## config.mk

```make
export PLATFORM = sky130hd
export DESIGN_NAME = match_block_merger_unit_flat
export DESIGN_NICKNAME = d
export VERILOG_FILES = /design/src/hw/rtl/mbm_pkg.sv /design/src/hw/rtl/mbm_ifs.sv /design/src/hw/rtl/mbm_datapath.sv /design/src/hw/rtl/mbm_ctrl.sv /design/src/hw/rtl/match_block_merger_unit.sv /design/src/flat_wrapper.sv
export VERILOG_INCLUDE_DIRS = /design/src /design/src/hw/rtl
export SDC_FILE = /design/constraint.sdc
export NUM_CORES = 1
export LEC_CHECK = 0
export BUFFER_PORTS_ARGS = -buffer_cell sky130_fd_sc_hd__buf_2
export CAP_MARGIN = 20
export CORE_MARGIN = 2
export CORE_UTILIZATION = 60
export CTS_CLUSTER_SIZE = 30
export DETAILED_ROUTE_END_ITERATION = 7
export MAX_ROUTING_LAYER = met4
export PLACE_DENSITY = 0.88
export REMOVE_ABC_BUFFERS = 1
export SLEW_MARGIN = 20
export SYNTH_ARGS = -nofsm -noshare
export SYNTH_HDL_FRONTEND = slang
export SYNTH_SLANG_ARGS = --single-unit
```

## constraint.sdc

```tcl
create_clock -name clk -period 10.35 [get_ports clk]
set_input_delay 1.5525 -clock clk [delete_from_list [all_inputs] [get_ports clk]]
set_output_delay 1.5525 -clock clk [all_outputs]
set_load 0.01 [all_outputs]
```

## src/hw/rtl/match_block_merger_unit_assert.svh

```systemverilog
// Assertion macros for the match block merger unit
`ifndef MATCH_BLOCK_MERGER_UNIT_ASSERT_SVH
`define MATCH_BLOCK_MERGER_UNIT_ASSERT_SVH
`ifndef SYNTHESIS
`define MBM_ASSERT(lbl, clk, rstn, prop, msg) \
	lbl: assert property (@(posedge clk) disable iff (!rstn) prop) else $error(msg);
`define MBM_ASSERT_IMPL(lbl, clk, rstn, ante, cons, msg) \
	lbl: assert property (@(posedge clk) disable iff (!rstn) (ante) |-> (cons)) else $error(msg);
`else
`define MBM_ASSERT(lbl, clk, rstn, prop, msg)
`define MBM_ASSERT_IMPL(lbl, clk, rstn, ante, cons, msg)
`endif
`endif

```

## src/hw/rtl/mbm_pkg.sv

```systemverilog
// Shared types, constants and register codes of the match block merger
package mbm_pkg;

	localparam int POS_W = 32;
	localparam int CNT_W = 16;
	localparam int CFG_W = 16;
	localparam int CFG_IDX_W = 2;
	localparam int MAX_MIN_HITS_DEFAULT = 16;

	localparam logic [CFG_IDX_W-1:0] CFG_MERGE_DISTANCE = 2'd0;
	localparam logic [CFG_IDX_W-1:0] CFG_MIN_BLOCK_HITS = 2'd1;
	localparam logic [CFG_IDX_W-1:0] CFG_PATTERN_LENGTH = 2'd2;
	localparam logic [CFG_IDX_W-1:0] CFG_RECYCLE_ENABLE = 2'd3;

	localparam logic [15:0] MERGE_DISTANCE_RST = 16'd200;
	localparam logic [4:0] MIN_BLOCK_HITS_RST = 5'd2;
	localparam logic [7:0] PATTERN_LENGTH_RST = 8'd6;
	localparam logic RECYCLE_ENABLE_RST = 1'b0;

	localparam logic [1:0] LABEL_P = 2'd0;
	localparam logic [1:0] LABEL_Q = 2'd1;
	localparam logic [1:0] LABEL_U = 2'd2;

	localparam logic KIND_BLOCK = 1'b0;
	localparam logic KIND_RECYCLE = 1'b1;

	typedef struct packed {
		logic capture;
		logic open_blk;
		logic add_hit;
		logic load_report;
		logic load_recycle;
		logic rd_issue;
		logic close_done;
		logic run_last;
	} cmd_t;

	typedef struct packed {
		logic block_open;
		logic gap_ok;
		logic last_in;
		logic reportable;
		logic recycle_en;
		logic fill_nonzero;
		logic rd_last;
		logic single_emits;
		logic out_free;
	} sts_t;

endpackage

```

## src/hw/rtl/mbm_ifs.sv

```systemverilog
// Item channel interfaces: hits in, results out
interface mbm_hit_if;
	logic valid;
	logic ready;
	logic [mbm_pkg::POS_W-1:0] hit_position;
	logic hit_forward;
	logic hit_canonical;
	logic stream_end;

	modport source(output valid, hit_position, hit_forward, hit_canonical, stream_end,
		input ready);
	modport sink(input valid, hit_position, hit_forward, hit_canonical, stream_end,
		output ready);
endinterface

interface mbm_result_if;
	logic valid;
	logic ready;
	logic result_kind;
	logic [mbm_pkg::POS_W-1:0] block_start;
	logic [mbm_pkg::POS_W-1:0] block_length;
	logic [mbm_pkg::CNT_W-1:0] hit_count;
	logic [mbm_pkg::CNT_W-1:0] forward_hits;
	logic [mbm_pkg::CNT_W-1:0] canonical_hits;
	logic [1:0] arm_label;
	logic [mbm_pkg::POS_W-1:0] recycled_position;
	logic recycled_forward;
	logic recycled_canonical;
	logic run_last;

	modport source(output valid, result_kind, block_start, block_length, hit_count,
		forward_hits, canonical_hits, arm_label, recycled_position, recycled_forward,
		recycled_canonical, run_last, input ready);
	modport sink(input valid, result_kind, block_start, block_length, hit_count,
		forward_hits, canonical_hits, arm_label, recycled_position, recycled_forward,
		recycled_canonical, run_last, output ready);
endinterface

```

## src/hw/rtl/mbm_datapath.sv

```systemverilog
// Datapath: config registers, open block state, pending hit buffer, result register
`include "match_block_merger_unit_assert.svh"
module mbm_datapath #(
	parameter int MAX_MIN_HITS = mbm_pkg::MAX_MIN_HITS_DEFAULT
) (
	input  logic                              clk,
	input  logic                              arst_n,
	input  logic                              cfg_we,
	input  logic [mbm_pkg::CFG_IDX_W-1:0]     cfg_index,
	input  logic [mbm_pkg::CFG_W-1:0]         cfg_data,
	input  logic [mbm_pkg::POS_W-1:0]         hit_position,
	input  logic                              hit_forward,
	input  logic                              hit_canonical,
	input  logic                              stream_end,
	input  mbm_pkg::cmd_t                     cmd,
	output mbm_pkg::sts_t                     sts,
	output logic                              out_valid,
	input  logic                              out_ready,
	output logic                              result_kind,
	output logic [mbm_pkg::POS_W-1:0]         block_start,
	output logic [mbm_pkg::POS_W-1:0]         block_length,
	output logic [mbm_pkg::CNT_W-1:0]         hit_count,
	output logic [mbm_pkg::CNT_W-1:0]         forward_hits,
	output logic [mbm_pkg::CNT_W-1:0]         canonical_hits,
	output logic [1:0]                        arm_label,
	output logic [mbm_pkg::POS_W-1:0]         recycled_position,
	output logic                              recycled_forward,
	output logic                              recycled_canonical,
	output logic                              run_last
);

	localparam int PEND = MAX_MIN_HITS - 1;
	localparam int FILL_W = $clog2(MAX_MIN_HITS);
	localparam int ADDR_W = (PEND > 1) ? $clog2(PEND) : 1;
	localparam int POS_W = mbm_pkg::POS_W;
	localparam int CNT_W = mbm_pkg::CNT_W;
	// forward*100 and count*66 of a 16-bit count fit in 23 bits
	localparam int LBL_W = CNT_W + 7;

	typedef struct packed {
		logic [POS_W-1:0] pos;
		logic fwd;
		logic can;
	} entry_t;

	// configuration
	logic [15:0] merge_distance_q;
	logic [4:0] min_block_hits_q;
	logic [7:0] pattern_length_q;
	logic recycle_enable_q;

	// latched hit
	logic [POS_W-1:0] pos_q;
	logic fwd_q;
	logic can_q;
	logic last_q;

	// open block
	logic block_open_q;
	logic [POS_W-1:0] start_q;
	logic [POS_W-1:0] prev_q;
	logic [CNT_W-1:0] count_q;
	logic [CNT_W-1:0] fwd_cnt_q;
	logic [CNT_W-1:0] can_cnt_q;
	logic [FILL_W-1:0] fill_q;
	logic [FILL_W-1:0] rd_idx_q;

	entry_t pend_mem [PEND];
	entry_t rd_q;
	logic mem_we;
	logic [ADDR_W-1:0] mem_addr;

	logic [POS_W-1:0] gap;
	logic [CNT_W-1:0] min16;
	logic [CNT_W-1:0] need;
	logic [LBL_W-1:0] f100;
	logic [LBL_W-1:0] c66;
	logic [LBL_W-1:0] c33;
	logic [1:0] label;
	logic out_valid_q;

	function automatic logic [CNT_W-1:0] sat_inc(input logic [CNT_W-1:0] v, input logic a);
		return (v == {CNT_W{1'b1}}) ? v : v + CNT_W'(a);
	endfunction

	always_ff @(posedge clk or negedge arst_n) begin
		if (!arst_n) begin
			merge_distance_q <= mbm_pkg::MERGE_DISTANCE_RST;
			min_block_hits_q <= mbm_pkg::MIN_BLOCK_HITS_RST;
			pattern_length_q <= mbm_pkg::PATTERN_LENGTH_RST;
			recycle_enable_q <= mbm_pkg::RECYCLE_ENABLE_RST;
		end else if (cfg_we) begin
			unique case (cfg_index)
				mbm_pkg::CFG_MERGE_DISTANCE: merge_distance_q <= cfg_data[15:0];
				mbm_pkg::CFG_MIN_BLOCK_HITS: min_block_hits_q <= cfg_data[4:0];
				mbm_pkg::CFG_PATTERN_LENGTH: pattern_length_q <= cfg_data[7:0];
				mbm_pkg::CFG_RECYCLE_ENABLE: recycle_enable_q <= cfg_data[0];
				default: ;
			endcase
		end
	end

	always_ff @(posedge clk) begin
		if (cmd.capture) begin
			pos_q <= hit_position;
			fwd_q <= hit_forward;
			can_q <= hit_canonical;
			last_q <= stream_end;
		end
	end

	always_ff @(posedge clk or negedge arst_n) begin
		if (!arst_n) begin
			block_open_q <= 1'b0;
			fill_q <= '0;
			rd_idx_q <= '0;
			count_q <= '0;
			fwd_cnt_q <= '0;
			can_cnt_q <= '0;
			start_q <= '0;
			prev_q <= '0;
		end else begin
			if (cmd.open_blk) begin
				block_open_q <= 1'b1;
				start_q <= pos_q;
				prev_q <= pos_q;
				count_q <= CNT_W'(1);
				fwd_cnt_q <= CNT_W'(fwd_q);
				can_cnt_q <= CNT_W'(can_q);
				fill_q <= FILL_W'(1);
				rd_idx_q <= '0;
			end else if (cmd.add_hit) begin
				count_q <= sat_inc(count_q, 1'b1);
				fwd_cnt_q <= sat_inc(fwd_cnt_q, fwd_q);
				can_cnt_q <= sat_inc(can_cnt_q, can_q);
				prev_q <= pos_q;
				if (fill_q < FILL_W'(PEND)) begin
					fill_q <= fill_q + 1'b1;
				end
			end else if (cmd.close_done) begin
				block_open_q <= 1'b0;
				fill_q <= '0;
				rd_idx_q <= '0;
			end else if (cmd.load_recycle) begin
				rd_idx_q <= rd_idx_q + 1'b1;
			end
		end
	end

	// hits past the buffer depth are never needed: such a block is not undersized
	assign mem_we = cmd.open_blk || (cmd.add_hit && (fill_q < FILL_W'(PEND)));
	assign mem_addr = cmd.open_blk ? '0 : fill_q[ADDR_W-1:0];

	always_ff @(posedge clk) begin
		if (mem_we) begin
			pend_mem[mem_addr] <= '{pos: pos_q, fwd: fwd_q, can: can_q};
		end
		if (cmd.rd_issue) begin
			rd_q <= pend_mem[rd_idx_q[ADDR_W-1:0]];
		end
	end

	always_comb begin
		gap = pos_q - prev_q;
		min16 = CNT_W'(min_block_hits_q);
		need = (min16 > CNT_W'(MAX_MIN_HITS)) ? CNT_W'(MAX_MIN_HITS) : min16;
		f100 = LBL_W'(fwd_cnt_q) * LBL_W'(100);
		c66 = LBL_W'(count_q) * LBL_W'(66);
		c33 = LBL_W'(count_q) * LBL_W'(33);
		if (f100 > c66) begin
			label = mbm_pkg::LABEL_P;
		end else if (f100 < c33) begin
			label = mbm_pkg::LABEL_Q;
		end else begin
			label = mbm_pkg::LABEL_U;
		end
	end

	always_comb begin
		sts.block_open = block_open_q;
		sts.gap_ok = gap <= POS_W'(merge_distance_q);
		sts.last_in = last_q;
		sts.reportable = count_q >= need;
		sts.recycle_en = recycle_enable_q;
		sts.fill_nonzero = fill_q != '0;
		sts.rd_last = FILL_W'(rd_idx_q + 1'b1) == fill_q;
		sts.single_emits = (need <= CNT_W'(1)) || recycle_enable_q;
		sts.out_free = !out_valid_q || out_ready;
	end

	always_ff @(posedge clk or negedge arst_n) begin
		if (!arst_n) begin
			out_valid_q <= 1'b0;
		end else if (cmd.load_report || cmd.load_recycle) begin
			out_valid_q <= 1'b1;
		end else if (out_ready) begin
			out_valid_q <= 1'b0;
		end
	end

	always_ff @(posedge clk) begin
		if (cmd.load_report) begin
			result_kind <= mbm_pkg::KIND_BLOCK;
			block_start <= start_q;
			block_length <= prev_q - start_q + POS_W'(pattern_length_q);
			hit_count <= count_q;
			forward_hits <= fwd_cnt_q;
			canonical_hits <= can_cnt_q;
			arm_label <= label;
			recycled_position <= '0;
			recycled_forward <= 1'b0;
			recycled_canonical <= 1'b0;
			run_last <= cmd.run_last;
		end else if (cmd.load_recycle) begin
			result_kind <= mbm_pkg::KIND_RECYCLE;
			block_start <= '0;
			block_length <= '0;
			hit_count <= '0;
			forward_hits <= '0;
			canonical_hits <= '0;
			arm_label <= mbm_pkg::LABEL_P;
			recycled_position <= rd_q.pos;
			recycled_forward <= rd_q.fwd;
			recycled_canonical <= rd_q.can;
			run_last <= cmd.run_last;
		end
	end

	assign out_valid = out_valid_q;

	`MBM_ASSERT(a_fill_bound, clk, arst_n, fill_q <= FILL_W'(PEND), "pending fill past depth")
	`MBM_ASSERT_IMPL(a_rd_in_fill, clk, arst_n, cmd.rd_issue, rd_idx_q < fill_q, "read past fill")

endmodule

```

## src/hw/rtl/mbm_ctrl.sv

```systemverilog
// Controller: sequences accept, merge decision, block close and recycle drain
`include "match_block_merger_unit_assert.svh"
module mbm_ctrl (
	input  logic          clk,
	input  logic          arst_n,
	input  logic          in_valid,
	output logic          in_ready,
	input  mbm_pkg::sts_t sts,
	output mbm_pkg::cmd_t cmd
);

	localparam logic [2:0] ST_IDLE  = 3'd0;
	localparam logic [2:0] ST_EVAL  = 3'd1;
	localparam logic [2:0] ST_CLOSE = 3'd2;
	localparam logic [2:0] ST_RD    = 3'd3;
	localparam logic [2:0] ST_EMIT  = 3'd4;
	localparam logic [2:0] ST_POST  = 3'd5;

	logic [2:0] state_q;
	logic [2:0] state_d;
	logic reopen_q;
	logic reopen_d;
	logic more;

	// the reopened single-hit block will close again and give one more item
	assign more = reopen_q && sts.last_in && sts.single_emits;

	always_comb begin
		state_d = state_q;
		reopen_d = reopen_q;
		cmd = '0;
		in_ready = 1'b0;
		unique case (state_q)
			ST_IDLE: begin
				in_ready = 1'b1;
				if (in_valid) begin
					cmd.capture = 1'b1;
					state_d = ST_EVAL;
				end
			end
			ST_EVAL: begin
				if (!sts.block_open) begin
					cmd.open_blk = 1'b1;
					state_d = sts.last_in ? ST_CLOSE : ST_IDLE;
				end else if (sts.gap_ok) begin
					cmd.add_hit = 1'b1;
					state_d = sts.last_in ? ST_CLOSE : ST_IDLE;
				end else begin
					reopen_d = 1'b1;
					state_d = ST_CLOSE;
				end
			end
			ST_CLOSE: begin
				if (sts.reportable) begin
					if (sts.out_free) begin
						cmd.load_report = 1'b1;
						cmd.run_last = !more;
						state_d = ST_POST;
					end
				end else if (sts.recycle_en && sts.fill_nonzero) begin
					cmd.rd_issue = 1'b1;
					state_d = ST_EMIT;
				end else begin
					state_d = ST_POST;
				end
			end
			ST_RD: begin
				cmd.rd_issue = 1'b1;
				state_d = ST_EMIT;
			end
			ST_EMIT: begin
				if (sts.out_free) begin
					cmd.load_recycle = 1'b1;
					cmd.run_last = sts.rd_last && !more;
					state_d = sts.rd_last ? ST_POST : ST_RD;
				end
			end
			ST_POST: begin
				if (reopen_q) begin
					cmd.open_blk = 1'b1;
					reopen_d = 1'b0;
					state_d = sts.last_in ? ST_CLOSE : ST_IDLE;
				end else begin
					cmd.close_done = 1'b1;
					state_d = ST_IDLE;
				end
			end
			default: begin
				state_d = ST_IDLE;
			end
		endcase
	end

	always_ff @(posedge clk or negedge arst_n) begin
		if (!arst_n) begin
			state_q <= ST_IDLE;
			reopen_q <= 1'b0;
		end else begin
			state_q <= state_d;
			reopen_q <= reopen_d;
		end
	end

	`MBM_ASSERT_IMPL(a_load_free, clk, arst_n, cmd.load_report || cmd.load_recycle, sts.out_free, "result load over held item")
	`MBM_ASSERT_IMPL(a_idle_clean, clk, arst_n, state_q == ST_IDLE, !reopen_q, "reopen left pending")
	`MBM_ASSERT_IMPL(a_emit_src, clk, arst_n, state_q == ST_EMIT, $past(state_q) == ST_CLOSE || $past(state_q) == ST_RD || $past(state_q) == ST_EMIT, "emit without read")
	`MBM_ASSERT_IMPL(a_open_once, clk, arst_n, cmd.open_blk, !cmd.add_hit && !cmd.close_done, "conflicting block commands")

endmodule

```

## src/hw/rtl/match_block_merger_unit.sv

```systemverilog
// Top level of the match block merger: hit stream in, block reports and recycled hits out
//
// Takes a position-sorted stream of hits and groups neighbors whose gap is at most
// merge_distance into blocks. A hit that joins or opens a block goes through the idle and
// evaluate states before the next is accepted. Closing a block, reported or dropped, adds
// the close and post states; recycling instead emits pending hits one at a time (the
// buffer has one registered read port), and a gap-closed block that ends the stream closes
// twice. Results leave through an output register, so the block keeps taking hits while
// a result waits; the controller stalls only when it must load a new result and the
// register is still held. The last result caused by one hit carries run_last.
// Configuration registers may be written only while no hit is in progress.
module match_block_merger_unit #(
	parameter int MAX_MIN_HITS = mbm_pkg::MAX_MIN_HITS_DEFAULT
) (
	input  logic                          clk,
	input  logic                          arst_n,
	mbm_hit_if.sink                       hit,
	mbm_result_if.source                  result,
	input  logic                          cfg_we,
	input  logic [mbm_pkg::CFG_IDX_W-1:0] cfg_index,
	input  logic [mbm_pkg::CFG_W-1:0]     cfg_data
);

	mbm_pkg::cmd_t cmd;
	mbm_pkg::sts_t sts;

	mbm_ctrl u_ctrl (
		.clk      (clk),
		.arst_n   (arst_n),
		.in_valid (hit.valid),
		.in_ready (hit.ready),
		.sts      (sts),
		.cmd      (cmd)
	);

	mbm_datapath #(
		.MAX_MIN_HITS (MAX_MIN_HITS)
	) u_datapath (
		.clk                (clk),
		.arst_n             (arst_n),
		.cfg_we             (cfg_we),
		.cfg_index          (cfg_index),
		.cfg_data           (cfg_data),
		.hit_position       (hit.hit_position),
		.hit_forward        (hit.hit_forward),
		.hit_canonical      (hit.hit_canonical),
		.stream_end         (hit.stream_end),
		.cmd                (cmd),
		.sts                (sts),
		.out_valid          (result.valid),
		.out_ready          (result.ready),
		.result_kind        (result.result_kind),
		.block_start        (result.block_start),
		.block_length       (result.block_length),
		.hit_count          (result.hit_count),
		.forward_hits       (result.forward_hits),
		.canonical_hits     (result.canonical_hits),
		.arm_label          (result.arm_label),
		.recycled_position  (result.recycled_position),
		.recycled_forward   (result.recycled_forward),
		.recycled_canonical (result.recycled_canonical),
		.run_last           (result.run_last)
	);

endmodule

```

## src/flat_wrapper.sv

```systemverilog
// flat-port wrapper written by rule: the top's interface ports become plain ports
module match_block_merger_unit_flat 
#(
	parameter int MAX_MIN_HITS = mbm_pkg::MAX_MIN_HITS_DEFAULT
)
  (clk, arst_n, cfg_we, cfg_index, cfg_data, hit_valid, hit_hit_position, hit_hit_forward, hit_hit_canonical, hit_stream_end, hit_ready, result_valid, result_result_kind, result_block_start, result_block_length, result_hit_count, result_forward_hits, result_canonical_hits, result_arm_label, result_recycled_position, result_recycled_forward, result_recycled_canonical, result_run_last, result_ready);
  mbm_hit_if hit_i ();
  mbm_result_if result_i ();
  input  logic clk;
  input  logic arst_n;
  input  logic cfg_we;
  input  logic [mbm_pkg::CFG_IDX_W-1:0] cfg_index;
  input  logic [mbm_pkg::CFG_W-1:0] cfg_data;
  input wire logic [$bits(hit_i.valid)-1:0] hit_valid;
  input wire logic [$bits(hit_i.hit_position)-1:0] hit_hit_position;
  input wire logic [$bits(hit_i.hit_forward)-1:0] hit_hit_forward;
  input wire logic [$bits(hit_i.hit_canonical)-1:0] hit_hit_canonical;
  input wire logic [$bits(hit_i.stream_end)-1:0] hit_stream_end;
  output wire logic [$bits(hit_i.ready)-1:0] hit_ready;
  output wire logic [$bits(result_i.valid)-1:0] result_valid;
  output wire logic [$bits(result_i.result_kind)-1:0] result_result_kind;
  output wire logic [$bits(result_i.block_start)-1:0] result_block_start;
  output wire logic [$bits(result_i.block_length)-1:0] result_block_length;
  output wire logic [$bits(result_i.hit_count)-1:0] result_hit_count;
  output wire logic [$bits(result_i.forward_hits)-1:0] result_forward_hits;
  output wire logic [$bits(result_i.canonical_hits)-1:0] result_canonical_hits;
  output wire logic [$bits(result_i.arm_label)-1:0] result_arm_label;
  output wire logic [$bits(result_i.recycled_position)-1:0] result_recycled_position;
  output wire logic [$bits(result_i.recycled_forward)-1:0] result_recycled_forward;
  output wire logic [$bits(result_i.recycled_canonical)-1:0] result_recycled_canonical;
  output wire logic [$bits(result_i.run_last)-1:0] result_run_last;
  input wire logic [$bits(result_i.ready)-1:0] result_ready;
  assign hit_i.valid = hit_valid;
  assign hit_i.hit_position = hit_hit_position;
  assign hit_i.hit_forward = hit_hit_forward;
  assign hit_i.hit_canonical = hit_hit_canonical;
  assign hit_i.stream_end = hit_stream_end;
  assign hit_ready = hit_i.ready;
  assign result_valid = result_i.valid;
  assign result_result_kind = result_i.result_kind;
  assign result_block_start = result_i.block_start;
  assign result_block_length = result_i.block_length;
  assign result_hit_count = result_i.hit_count;
  assign result_forward_hits = result_i.forward_hits;
  assign result_canonical_hits = result_i.canonical_hits;
  assign result_arm_label = result_i.arm_label;
  assign result_recycled_position = result_i.recycled_position;
  assign result_recycled_forward = result_i.recycled_forward;
  assign result_recycled_canonical = result_i.recycled_canonical;
  assign result_run_last = result_i.run_last;
  assign result_i.ready = result_ready;
  match_block_merger_unit #(.MAX_MIN_HITS(MAX_MIN_HITS)) u_core (.clk(clk), .arst_n(arst_n), .hit(hit_i), .result(result_i), .cfg_we(cfg_we), .cfg_index(cfg_index), .cfg_data(cfg_data));
endmodule
```

==> flow_summary.ini <==
[outcome]
status = completed

[critical_path]
cp_max_fo = 34
cp.arrival_ns = 7.17
cp-end-kind = flip-flop
worstPathRequired_ns = 10.62
worstSetupStartpointType = flip-flop
critical_path_class = reg -> reg

[pwr]
power-per-cell-area_mw_per_mm2 = 282.8
p_total_w = 0.01320
power_leakage_nw = 18.05
irDropWorstVdd_mv = 0.1941

[die]
start_util_pct = 60.57
die-area_sq_mm = 0.07123
rows = 96
core_sq_mm = 0.06847
die_h_um = 266.9
die_w_um = 266.9
pin_count = 210

[synth]
yosysMostFrequentCell = edfxtp_1
yosys-top-cells-area = edfxtp_1 50%, dfrtp_1 9.1%, mux4_2 7.4%
synth_top_area_cell = edfxtp_1
syn_inst = 2993
async_flop_share_pct = 17.63
synth_edf_count = 694
ys.flop_type = edfxtp_1
ys_top_cells_by_count = 694 x edfxtp_1, 280 x nand2_1, 242 x ha_1
syn_area_sq_mm = 0.04147
ys_warn_count = 0
synth_cell_types = 78
synth-seq-cells = 885
synth.avg_cell_area_sq_um = 13.86
seq_area_frac_synth_pct = 61.38
synth_top_area_share_pct = 50.25

[hold_path]
hp-class = reg -> reg

[global_route]
gr-total-overflow = 0
antenna_found_initial = 15
grt_pass1_wl_um = 165400
grtUsageTotal_pct = 31.97
grt_max_degree = 95
grt_pass1_vias = 27410

[timing]
drv_slew = 0
max_freq_mhz = 144.9
finalSetupViolCount = 0
hold_viol = 0
hold_ws_ns = 0.4492
tightest_slew_ns = 1.200
finalCritPeriodShare_pct = 66.69
final.min_clock_period_ns = 6.902
setup_tns_ns = 0
skew_ns = 0.05041
rsz0062_at_grt = no
timing.slew.headroom_pct = 18.96

[clocking]
cts_tree = done
clk_latency_ns = 0.69
numCtsBuffers = 87
cts_root_buffer = clkbuf_16
hold_buffers = 0
clock-sinks = 885
post-cts-setup-buffers = 0
post_cts_resized = 0
cts.clk_slew.worst_paths_ns = 0.06
htreeDepth = 3
clock_path_buffers = 3

[run]
maxCapViolations = 0

[layout]
fin_util_pct = 68.17
drive_gt1_share_pct = 18.85
num-fill-cells = 4358
final_cells = 4175
area_growth_pct = 12.54
nNetsFinal = 3525

[routing]
dr.pass1.iters = 6
vias_per_cell = 6.502
drt_iter0_markers = 3375
drc = 0
wl_um = 108600
via_count = 27140
wire_per_inst_um = 26.01
final_antenna_net_count = 0

[place]
place_congestion = 0.9223
port_buffers = 209
dpl.hpwl_um = 64260
dpl.cell_count = 3994
-- state kept, by name, indices dropped and copies added, names as in the netlist, 2 cells and up --
register,count
u_core.u_datapath.pend_mem,510
u_core.u_datapath.rd_q,34
u_core.u_datapath.block_length,32
u_core.u_datapath.block_start,32
u_core.u_datapath.pos_q,32
u_core.u_datapath.prev_q,32
u_core.u_datapath.recycled_position,32
u_core.u_datapath.start_q,32
u_core.u_datapath.can_cnt_q,16
u_core.u_datapath.canonical_hits,16
u_core.u_datapath.count_q,16
u_core.u_datapath.forward_hits,16
u_core.u_datapath.fwd_cnt_q,16
u_core.u_datapath.hit_count,16
u_core.u_datapath.merge_distance_q,16
u_core.u_datapath.pattern_length_q,8
u_core.u_datapath.min_block_hits_q,5
u_core.u_datapath.fill_q,4
u_core.u_datapath.rd_idx_q,4
u_core.u_ctrl.state_q,3
u_core.u_datapath.arm_label,2
-- cells by family after synthesis --
family	synth area share, %
DFF	61.38
and+or+nand+nor	8.681
AOI/OAI and AO/OA	7.238
buffers and inverters	2.842
adders and majority gates	8.315
muxes	9.773
xor gates and xnor gates	1.774
-- critical path, stage by stage, from the launching register on --
cell and delay, ns:
edfxtp_1 0.74, ha_1 0.40, a21oi_1 0.31, o211ai_1 0.17
o21bai_1 0.43, o211ai_1 0.23, xor2_1 0.20, ha_1 0.32
nand4_1 0.17, nor2_1 0.08, a221o_1 0.32, a211oi_1 0.17
o22ai_1 0.09, a2111oi_0 0.39, and4_1 0.39, nand4_1 0.25
or2_1 0.62, nor4_2 0.61, buf_4 0.60
-- routing by layer --
layer / vias to the layer above / GRT usage (%) / wire length (um)
li1: 11660 / - / -
met1: 13290 / 39.70 / 39310
met2: 1779 / 50.61 / 52610
met3: 413 / 5.858 / 10620
met4: 0 / 16.60 / 6062
met5: - / - / 0
-- path summary, 6_finish.rpt --
path	end	depth (start not counted)	slack, ns	from
setup / recovery	u_core.u_datapath.pend_mem[12][5]$_DFFE_PP_	18	3.45	u_core.u_datapath.pos_q[7]$_DFFE_PP_
max in group asynchronous	u_core.u_datapath.start_q[30]$_DFFE_PN0P_	2	7.92	arst_n
setup reg to reg	u_core.u_datapath.pend_mem[12][5]$_DFFE_PP_	18	3.45	u_core.u_datapath.pos_q[7]$_DFFE_PP_
hold reg to reg	u_core.u_datapath.recycled_position[31]$_SDFFE_PP0P_	2	0.45	u_core.u_datapath.recycled_position[31]$_SDFFE_PP0P_
hold / removal	u_core.u_datapath.recycled_position[31]$_SDFFE_PP0P_	2	0.45	u_core.u_datapath.recycled_position[31]$_SDFFE_PP0P_
min in group asynchronous	u_core.u_datapath.count_q[6]$_DFFE_PN0P_	1	0.95	arst_n
-- area by class of cell --
class                      count  area (sq um)  area share [%]
antenna                       15         37.54         0.08043
clock buffer                 104          2291           4.909
tap                          882          1104           2.365
timing repair buffer         244          1349           2.890
inverter                     185         694.4           1.488
multi-input combinational   1801         14990           32.12
clock inverter                59         742.0           1.590
sequential                   885         25460           54.55
-- through the flow --
| stage | area (sq um) | setup WS (ns) |
|---|---|---|
| 2_1_floorplan | 40980 | 1.797 |
| 3_3_place_gp | 43540 | 4.260 |
| 3_5_place_dp | 43540 | 3.909 |
| 4_1_cts | 46570 | 3.729 |
| 5_1_grt | 46670 | 3.052 |
| 6_report | 46670 | 3.448 |
-- power by group --
group / total [W] / internal, W / switching [W]
Combinational: 0.00491 / 0.00204 / 0.00288
Sequential: 0.00493 / 0.00445 / 0.000480
Clock: 0.00335 / 0.00191 / 0.00145
-- cell usage in the layout, fill, tap and decap left out, types with 13 or more instances in the layout --
master	netlist	routed
edfxtp_1	694	694
a21oi_1	145	144
mux4_2	136	136
nand3_1	47	46
nand4_1	36	36
clkinv_2	0	15
buf_4	0	31
nor3_1	29	28
inv_1	184	184
nand2b_1	26	26
and3_1	28	28
and2_1	52	51
a21o_1	43	42
xor2_1	37	37
mux2_2	47	47
nand2_1	280	279
clkbuf_16	0	87
buf_2	8	208
o211ai_1	25	25
mux2i_1	46	46
xnor2_1	47	47
dfrtp_1	150	147
ha_1	242	242
fa_1	21	21
dfxtp_1	35	35
a211oi_1	13	13
clkinv_1	1	15
or4_1	17	17
o21ai_0	152	152
or3_1	26	25
nor2_1	143	142
nor2b_1	14	14
diode_2	0	15
(Power assumes the default switching activity.)
